### config.mk
export PLATFORM = sky130hd
export DESIGN_NAME = oldest_match_slot_table
export DESIGN_NICKNAME = d
export VERILOG_FILES = /design/src/rtl/omst_pkg.sv /design/src/rtl/omst_cell.sv /design/src/rtl/oldest_match_slot_table.sv
export SDC_FILE = /design/constraint.sdc
export NUM_CORES = 2
export LEC_CHECK = 0
export BUFFER_PORTS_ARGS = -buffer_cell sky130_fd_sc_hd__buf_2
export CAP_MARGIN = 20
export CELL_PAD_IN_SITES_DETAIL_PLACEMENT = 0
export CELL_PAD_IN_SITES_GLOBAL_PLACEMENT = 1
export CORE_ASPECT_RATIO = 1.1
export CORE_MARGIN = 2
export CORE_UTILIZATION = 35
export DETAILED_ROUTE_END_ITERATION = 10
export PLACE_DENSITY = 0.68
export SETUP_SLACK_MARGIN = 0.05
export SLEW_MARGIN = 20
export SYNTH_ARGS = -nofsm -noshare
export SYNTH_HDL_FRONTEND = slang
export SYNTH_SLANG_ARGS = --single-unit
export TNS_END_PERCENT = 1
### constraint.sdc
create_clock -name clk -period 4.6 [get_ports clk]
set_input_delay 0.23 -clock clk [delete_from_list [all_inputs] [get_ports clk]]
set_output_delay 0.23 -clock clk [all_outputs]
set_load 0.02 [all_outputs]
### src/rtl/omst_pkg.sv
package omst_pkg;

	localparam int SLOTS  = 16;
	localparam int SLOT_W = (SLOTS > 1) ? $clog2(SLOTS) : 1;

	localparam int KIND_W   = 8;
	localparam int PORT_W   = 16;
	localparam int HANDLE_W = 16;
	localparam int STAMP_W  = 32;
	localparam int STAT_W   = 2;
	localparam int SLOTF_W  = 4;

	localparam int IN_W  = 48;
	localparam int OUT_W = 24;

	// request opcodes
	localparam logic OP_ADD    = 1'b0;
	localparam logic OP_REMOVE = 1'b1;

	// result status codes
	localparam logic [STAT_W-1:0] ST_DONE = 2'd0;
	localparam logic [STAT_W-1:0] ST_FULL = 2'd1;
	localparam logic [STAT_W-1:0] ST_NONE = 2'd2;

	// scan token handed from cell to cell
	typedef struct packed {
		logic                vld;
		logic                found;
		logic [SLOT_W-1:0]   pos;
		logic [STAMP_W-1:0]  best;
		logic [PORT_W-1:0]   port;
	} tok_t;

	// request fields broadcast to all cells during a scan
	typedef struct packed {
		logic              op;
		logic [KIND_W-1:0] kind;
	} req_t;

	// table update broadcast at the end of a scan
	typedef struct packed {
		logic                set;
		logic                clr;
		logic [SLOT_W-1:0]   pos;
		logic [KIND_W-1:0]   kind;
		logic [PORT_W-1:0]   port;
		logic [HANDLE_W-1:0] handle;
		logic [STAMP_W-1:0]  stamp;
	} cmt_t;

	typedef struct packed {
		logic [PORT_W-1:0]  port;
		logic [SLOTF_W-1:0] slot;
		logic [STAT_W-1:0]  status;
	} res_t;

endpackage

### src/rtl/omst_cell.sv
// One table slot plus one stage of the scan chain.
module omst_cell (
	input  logic                          clk,
	input  logic                          arst_n,
	input  logic [omst_pkg::SLOT_W-1:0]   idx,
	input  omst_pkg::req_t                req,
	input  omst_pkg::cmt_t                cmt,
	input  omst_pkg::tok_t                tok_in,
	output omst_pkg::tok_t                tok_out
);

	logic                              valid_q;
	logic [omst_pkg::KIND_W-1:0]       task_q;
	logic [omst_pkg::PORT_W-1:0]       port_q;
	logic [omst_pkg::HANDLE_W-1:0]     handle_q;
	logic [omst_pkg::STAMP_W-1:0]      age_q;

	logic                              tok_vld_q;
	omst_pkg::tok_t                    tok_nxt;
	omst_pkg::tok_t                    tok_dat_q;
	logic                              hit;

	always_comb begin
		tok_nxt = tok_in;
		hit     = 1'b0;
		if (req.op == omst_pkg::OP_ADD) begin
			hit = !tok_in.found && !valid_q;
		end else begin
			hit = valid_q && (task_q == req.kind) &&
			      (!tok_in.found || ($signed(age_q) < $signed(tok_in.best)));
		end
		if (hit) begin
			tok_nxt.found = 1'b1;
			tok_nxt.pos   = idx;
			tok_nxt.best  = age_q;
			tok_nxt.port  = port_q;
		end
	end

	always_ff @(posedge clk or negedge arst_n) begin
		if (!arst_n) begin
			valid_q   <= 1'b0;
			tok_vld_q <= 1'b0;
		end else begin
			tok_vld_q <= tok_in.vld;
			if (cmt.set && cmt.pos == idx) begin
				valid_q <= 1'b1;
			end else if (cmt.clr && cmt.pos == idx) begin
				valid_q <= 1'b0;
			end
		end
	end

	always_ff @(posedge clk) begin
		tok_dat_q <= tok_nxt;
		if (cmt.set && cmt.pos == idx) begin
			task_q   <= cmt.kind;
			port_q   <= cmt.port;
			handle_q <= cmt.handle;
			age_q    <= cmt.stamp;
		end
	end

	always_comb begin
		tok_out     = tok_dat_q;
		tok_out.vld = tok_vld_q;
	end

endmodule

### src/rtl/oldest_match_slot_table.sv
// Slot table with oldest-match removal.
//
// Input stream (s_axis_*): one request per accepted item. operation 0 adds
// an entry (task_kind, src_port, client_handle) to the lowest free slot
// and stamps it; operation 1 frees the valid slot of task_kind whose stamp
// is oldest (signed 32-bit order, lowest slot on a tie).
// Output stream (m_axis_*): exactly one result per request: status, slot
// and entry_port, with slot and entry_port zero unless status is done.
//
// Timing: a request walks a chain of SLOTS cells, one cell per cycle, then
// the table is updated and the result registered. A new request is taken
// only once the scan has ended and the hold register is empty, so requests
// never overlap and throughput is set by the length of the cell chain.
// Reset (arst_n low) frees every slot, clears the stamp counter and drops
// any request in flight. If the receiver stalls, a finished result waits in
// the output register and a second one in a hold register; requests are
// refused during a scan and while the hold register is full.
module oldest_match_slot_table (
	input  logic                        clk,
	input  logic                        arst_n,
	input  logic                        s_axis_tvalid,
	output logic                        s_axis_tready,
	// [0] operation, [8:1] task_kind, [24:9] src_port,
	// [40:25] client_handle, [47:41] zero
	input  logic [omst_pkg::IN_W-1:0]   s_axis_tdata,
	output logic                        m_axis_tvalid,
	input  logic                        m_axis_tready,
	// [1:0] status, [5:2] slot, [21:6] entry_port, [23:22] zero
	output logic [omst_pkg::OUT_W-1:0]  m_axis_tdata
);

	localparam logic ST_IDLE = 1'b0;
	localparam logic ST_SCAN = 1'b1;

	logic                             state_q;
	logic                             s_acc;
	logic                             m_acc;

	// held request
	logic                             op_q;
	logic [omst_pkg::KIND_W-1:0]      kind_q;
	logic [omst_pkg::PORT_W-1:0]      port_q;
	logic [omst_pkg::HANDLE_W-1:0]    handle_q;
	logic [omst_pkg::STAMP_W-1:0]     stamp_q;

	omst_pkg::req_t                   req;
	omst_pkg::cmt_t                   cmt;
	omst_pkg::tok_t                   tok_head;
	omst_pkg::tok_t                   tok [omst_pkg::SLOTS];
	omst_pkg::tok_t                   tail;
	omst_pkg::res_t                   res;

	// output register and hold stage
	omst_pkg::res_t                   out_q;
	logic                             out_vld_q;
	omst_pkg::res_t                   hold_q;
	logic                             hold_vld_q;
	logic                             done;

	assign s_axis_tready = (state_q == ST_IDLE) && !hold_vld_q;
	assign s_acc         = s_axis_tvalid && s_axis_tready;
	assign m_acc         = out_vld_q && m_axis_tready;

	assign req.op   = op_q;
	assign req.kind = kind_q;

	// token enters cell 0 at the accept edge; its fields start at zero
	always_comb begin
		tok_head       = '0;
		tok_head.vld   = s_acc;
	end

	// cell 0 must see the new request in the accept cycle
	omst_pkg::req_t req_c0;
	assign req_c0.op   = s_acc ? s_axis_tdata[0]   : op_q;
	assign req_c0.kind = s_acc ? s_axis_tdata[8:1] : kind_q;

	genvar gi;
	generate
		for (gi = 0; gi < omst_pkg::SLOTS; gi++) begin : g_cell
			if (gi == 0) begin : g_first
				omst_cell u_cell (
					.clk     (clk),
					.arst_n  (arst_n),
					.idx     (omst_pkg::SLOT_W'(gi)),
					.req     (req_c0),
					.cmt     (cmt),
					.tok_in  (tok_head),
					.tok_out (tok[gi])
				);
			end else begin : g_rest
				omst_cell u_cell (
					.clk     (clk),
					.arst_n  (arst_n),
					.idx     (omst_pkg::SLOT_W'(gi)),
					.req     (req),
					.cmt     (cmt),
					.tok_in  (tok[gi-1]),
					.tok_out (tok[gi])
				);
			end
		end
	endgenerate

	assign tail = tok[omst_pkg::SLOTS-1];
	assign done = tail.vld && (state_q == ST_SCAN);

	// resolve the scan: table update and result
	always_comb begin
		cmt        = '0;
		cmt.pos    = tail.pos;
		cmt.kind   = kind_q;
		cmt.port   = port_q;
		cmt.handle = handle_q;
		cmt.stamp  = stamp_q;
		res        = '0;
		if (op_q == omst_pkg::OP_ADD) begin
			if (tail.found) begin
				cmt.set    = done;
				res.status = omst_pkg::ST_DONE;
				res.slot   = omst_pkg::SLOTF_W'(tail.pos);
				res.port   = port_q;
			end else begin
				res.status = omst_pkg::ST_FULL;
			end
		end else begin
			if (tail.found) begin
				cmt.clr    = done;
				res.status = omst_pkg::ST_DONE;
				res.slot   = omst_pkg::SLOTF_W'(tail.pos);
				res.port   = tail.port;
			end else begin
				res.status = omst_pkg::ST_NONE;
			end
		end
	end

	always_ff @(posedge clk or negedge arst_n) begin
		if (!arst_n) begin
			state_q    <= ST_IDLE;
			stamp_q    <= '0;
			out_vld_q  <= 1'b0;
			hold_vld_q <= 1'b0;
		end else begin
			case (state_q)
				ST_IDLE: begin
					if (s_acc) begin
						state_q <= ST_SCAN;
					end
				end
				ST_SCAN: begin
					if (done) begin
						state_q <= ST_IDLE;
					end
				end
				default: begin
					state_q <= ST_IDLE;
				end
			endcase
			if (cmt.set) begin
				stamp_q <= stamp_q + 1'b1;
			end
			// hold is only ever filled while the output is stalled
			if (done && out_vld_q && !m_acc) begin
				hold_vld_q <= 1'b1;
			end else if (m_acc) begin
				hold_vld_q <= 1'b0;
			end
			if (done || (m_acc && hold_vld_q)) begin
				out_vld_q <= 1'b1;
			end else if (m_acc) begin
				out_vld_q <= 1'b0;
			end
		end
	end

	always_ff @(posedge clk) begin
		if (s_acc) begin
			op_q     <= s_axis_tdata[0];
			kind_q   <= s_axis_tdata[8:1];
			port_q   <= s_axis_tdata[24:9];
			handle_q <= s_axis_tdata[40:25];
		end
		if (done && out_vld_q && !m_acc) begin
			hold_q <= res;
		end
		if (m_acc && hold_vld_q) begin
			out_q <= hold_q;
		end else if (done && (!out_vld_q || m_acc)) begin
			out_q <= res;
		end
	end

	assign m_axis_tvalid = out_vld_q;
	assign m_axis_tdata  = {2'b00, out_q.port, out_q.slot, out_q.status};

endmodule

* After elaboration in Yosys (flattened, before gate mapping)
Index checks and enable logic that the tools add are counted.
** Word-level totals
- Bits in registers :: 1848
- Input port bits :: 52
- Output and inout bits :: 26
- Word-level logic and storage cells :: 443
** Operators by class
- Add/sub/neg operators :: 1
- Order comparisons :: 15
- Equality and inequality tests :: 31
- Mux-type cells :: 82
- Bitwise gates (word level) :: 1
- Reduce and logical (&&, ||, !) cells :: 157
** Operators by type and width (number)
- $mux W48 :: 14
- $lt A32 B32 Y1 :: 15
- $eq A8 B8 Y1 :: 16
- $logic_and A1 B1 Y1 :: 86
- $mux W22 :: 3
- $mux W1 :: 58
- $mux W53 :: 1
- $mux W20 :: 2
- $reduce_bool A2 Y1 :: 19
- $logic_not A1 Y1 :: 34
- $add A32 B1 Y32 const B :: 1
- $eq A4 B4 Y1 const B :: 8
- $logic_or A1 B1 Y1 :: 17
- $eq A4 B3 Y1 const B :: 4
- $mux W16 :: 1
- $eq A4 B2 Y1 const B :: 2
- $mux W8 :: 1
- $eq A4 B1 Y1 const B :: 1
- $logic_not A4 Y1 :: 1
- $mux W2 :: 1
- $pmux W1 S2 :: 1
- $not A1 Y1 :: 1

* Longest topological paths before layout
- Word-level depth :: 8
- Mapped depth :: 12
- Mapped depth without buffers :: 10

* Modules after synthesis
Synthesis repeated with hierarchy kept, for this count alone.
** Second synthesis, totals
- Cell total of the unflattened synthesis :: 7282
- Area total of the unflattened synthesis :: 82897.0 µm²
** Modules (own cells, without submodules)
- omst_cell (g_cell[0].g_first.u_cell ...) :: instances 15, cells an instance 436, area each 4837.1 µm²
- omst_cell (g_cell[9].g_rest.u_cell) :: instances 1, cells an instance 424, area each 5517.8 µm²
- oldest_match_slot_table :: instances 1, cells an instance 318, area each 4822.1 µm²

* Worst setup path before layout
OpenSTA, ideal clock, no wires.
- Path kind :: register to register
- Start :: register op_q
- End :: register g_cell[10].g_rest.u_cell.age_q[0] in the netlist's numbering (enable)
- Data arrival time :: 3839 ps
- Slack :: 291 ps
- Stages on the path, launching flop included :: 7
- Buffers on the path :: 4
- Period minus slack after synthesis :: 4309 ps
- Path through :: dfxtp_1 clkbuf_1 clkbuf_1 clkbuf_1 or3b_2 clkbuf_1 nor2_1
** Between the ends
- Word-level cells in the longest chain between the ends :: 2
** Ends and longest elaborated chain
- from (decl) :: RTL line oldest_match_slot_table.sv:40 : logic op_q;
- from (signal assigned) :: RTL line oldest_match_slot_table.sv:179 : op_q <= s_axis_tdata[0];
- $mux W1 :: RTL line oldest_match_slot_table.sv:117 : if (op_q == omst_pkg::OP_ADD) begin
- $logic_and A1 B1 Y1 :: RTL line omst_cell.sv:56 : if (cmt.set && cmt.pos == idx) begin
- to (signal assigned) :: RTL line omst_cell.sv:60 : age_q <= cmt.stamp;
- to (decl) :: RTL line omst_cell.sv:16 : logic [omst_pkg::STAMP_W-1:0] age_q;
No other way between the ends.
A chain may end at the register's enable or synchronous reset.

==> flow_summary_export.csv <==
group,metric,value,unit
synthesis,ys_async_sr_fraction,0.0366,
cts,clk_pin_slew,0.06,ns
setup_path,required,5.27,ns
die,dieArea,206000,µm²
routing,avgViaCountPerCell,4.47,
cells_and_area,nFillCells,18600,
cts,cts_buffers,178,
sta,slew_headroom,0.307,
global_route,grt_pass1_vias,38000,
global_route,grt_usage,0.123,
synthesis,dominantRegCellSynth,"edfxtp_1",
synthesis,netlist.area_leader.share,0.405,
global_route,grt-ovfl-total,0,
cts,post_cts_buffers,0,
synthesis,synth_warnings,0,
setup_path,crit_path_end_kind,"register",
setup_path,start_kind,"register",
die,dieWidth,433,µm
die,fp.coreArea,202000,µm²
sta,fmax,0.269,GHz
power,max-vdd-ir-drop,0.399,mV
outcome,status,"complete, no violations",
sta,holdWs,0.0595,ns
cts,insertion_delay,0.80,ns
synthesis,synth_area_leaders,"edfxtp_1 (41%), dfxtp_1 (23%), mux2_2 (11%)",
synthesis,synth_edf_count,956,
routing,wl_per_cell,15.7,µm
setup_path,critPathSlowestCell,"a2111oi_0",
cells_and_area,multi_input_area,22100,µm²
cts,clock-sinks,1833,
routing,postRouteAntennaNets,0,
sta,fin_ws,0.889,ns
synthesis,ys_ff_latch,1833,
die,die_h,476,µm
setup_path,crit_path_max_incr_delay,0.81,ns
setup_path,path_class,"register to register",
routing,vias,35700,
sta,worst_slew_pin_slew,1.04,ns
sta,tns,0,ns
routing,post-route-drc-count,0,
setup_path,crit_chain,"ha_1 > a2111oi_0 > o211ai_1 > o211a_1 > nor3_1 > nand3b_1 > o2bb2ai_4 > buf_12 > mux2_2",
placement,portBuffers,52,
global_route,grt_pass1_wl,202000,µm
cts,cts_tree,"yes",
setup_path,path_max_fanout,33,
synthesis,synth.yosys.seq_area_share,0.658,
routing,drt-initial-drc-count,1366,
cells_and_area,nets,5621,
cts,cts_root_buf,"clkbuf_16",
setup_path,r2r_slack,0.89,ns
synthesis,syn_area,70900,µm²
synthesis,yosysUniqueCellTypes,72,
synthesis,ys_top_cells_by_count,"edfxtp_1 (956), dfxtp_1 (810), mux2_2 (669), inv_1 (489), ha_1 (466)",
power,p_per_area,599,nW/µm²
setup_path,startpoint,"g_cell[1].g_rest.u_cell.age_q[1]",
placement,placed_area,74900,µm²
sta,clock_skew,0.0255,ns
sta,fin_crit_sh,0.807,
cells_and_area,drive_above_1_share,0.225,
die,num_rows,173,
die,start_util,0.351,
sta,hold_viol,0,
routing,wl,125000,µm
cts,cts_buffer_depth,3,
synthesis,yosysMostFrequentCell,"edfxtp_1",
synthesis,yosys.area.top_type,"edfxtp_1",
die,ios,78,
placement,place_ws,0.809,ns
synthesis,postSynthAreaPerCell,14.5,µm²
setup_path,r2r_start,"g_cell[1].g_rest.u_cell.age_q[1]",
routing,dr.pass1.iters,5,
placement,place.gp.congestion,0.813,
sta,rsz0062_at_grt,"false",
synthesis,syn_inst,4885,
cells_and_area,final_area,81200,µm²
cells_and_area,register_area,46600,µm²
setup_path,critPathArrivalTime,4.38,ns
power,leakagePower,30.4,nW
hold_path,hold_path_class,"primary input to async pin",
sta,setup_viol,0,
flow_run,cap_violations,0,
global_route,grt_max_degree,57,
cells_and_area,area_growth,14.6,%
cts,cts.htree.levels,4,
sta,slew_viol_final,0,
placement,hpwl,89800,µm
sta,layout_min_cycle_time,3.71,ns
global_route,antenna_found_initial,1,
[path summary, 6_finish.rpt]
kind / end / cells after the start
worst max register to register: g_cell[1].g_rest.u_cell.tok_out[29] / 9
min in group clk: port_q[1] / 2
worst min-delay path: stamp_q[4] / 2
worst max-delay path: g_cell[1].g_rest.u_cell.tok_out[29] / 9
worst min register to register: g_cell[6].g_rest.u_cell.tok_vld_q / 0
max in group asynchronous: g_cell[8].g_rest.u_cell.tok_vld_q / 3
[flip-flops by register name (all words and copies together), names as in the netlist, 8 cells and up]
register / flops
g_cell.g_rest.u_cell.tok_out: 752
g_cell.g_first.u_cell.port_q: 16
hold_q: 22
g_cell.g_first.u_cell.task_q: 8
port_q: 16
g_cell.g_first.u_cell.age_q: 32
g_cell.g_rest.u_cell.age_q: 480
g_cell.g_rest.u_cell.task_q: 120
g_cell.g_first.u_cell.tok_out: 49
g_cell.g_rest.u_cell.valid_q: 15
kind_q: 8
g_cell.g_rest.u_cell.tok_vld_q: 15
g_cell.g_rest.u_cell.port_q: 240
m_axis_tdata: 22
stamp_q: 32
[area by class of cell]
type | instances | share of cell area
flip-flops and latches | 1833 | 0.574
inverters | 489 | 0.0226
multi-input cells | 2446 | 0.272
diodes | 1 | 0.0000308
clock inverters | 70 | 0.00911
clock buffers | 264 | 0.0645
well taps | 2712 | 0.0418
repair buffers | 155 | 0.0164
[worst max-delay path: cells and delay by family (launching register included)]
| kind | cells | cell delay, ns |
|---|---|---|
| multiplexers | 1 | 0.37 |
| flip-flops | 1 | 0.39 |
| buffers and inverters | 1 | 0.29 |
| adder cells (fa/ha/maj) | 1 | 0.28 |
| AO/OA/AOI/OAI | 4 | 1.75 |
| AND/OR/NAND/NOR | 2 | 0.43 |
[through the flow]
stage,utilization,power [mW],instances
2_1_floorplan,-,31.2,4886
3_3_place_gp,0.371,34.2,7608
3_5_place_dp,0.371,34.5,7608
4_1_cts,0.402,49.4,7969
5_1_grt,0.403,51.8,7970
6_report,0.403,48.7,7970
[cells in the final DEF (no fill, tap or decap), drive strengths merged, types with 49 or more instances in the layout]
| cell | count |
|---|---|
| a21o | 49 |
| a21oi | 183 |
| and2 | 65 |
| buf | 128 |
| clkbuf | 264 |
| dfrtp | 67 |
| dfxtp | 810 |
| edfxtp | 956 |
| ha | 466 |
| inv | 502 |
| mux2 | 718 |
| nand2 | 122 |
| nand3 | 66 |
| nand4 | 90 |
| nor2 | 100 |
| o21ai | 101 |
| xnor2 | 116 |
| xor2 | 49 |
[metal layers]
layer / GRT usage / routed length [µm] / vias up / share of wire
li1: - / - / 17900 / -
met1: 0.152 / 56100 / 17100 / 0.45
met2: 0.215 / 61400 / 388 / 0.49
met3: 0.0198 / 3710 / 224 / 0.030
met4: 0.0488 / 4090 / 0 / 0.033
met5: 0 / 0 / - / 0
[report_power, final]
part	internal [mW]	switching, mW	leakage [nW]
combinational	5.75	5.30	11.7
sequential	21.2	1.83	15.8
clock	8.54	6.03	2.93
total	35.5	13.2	30.4
[repair_timing]
| action | in CTS | in global routing |
|---|---|---|
| hold endpoints to repair | 61 | 0 |
| hold buffers | 27 | 0 |
| gates resized for setup | 0 | 0 |
[cells by family after synthesis]
logic type / count (synthesis) / share of synthesized area
compound gates: 445 / 0.0388
xor+xnor: 165 / 0.0204
fa+ha+maj: 466 / 0.0823
buf+inv: 607 / 0.0346
flops: 1833 / 0.658
mux: 734 / 0.119
other cells: 1 / 0.0000529
simple gates: 634 / 0.0475
Note: power is estimated with default switching activity, not from simulation.
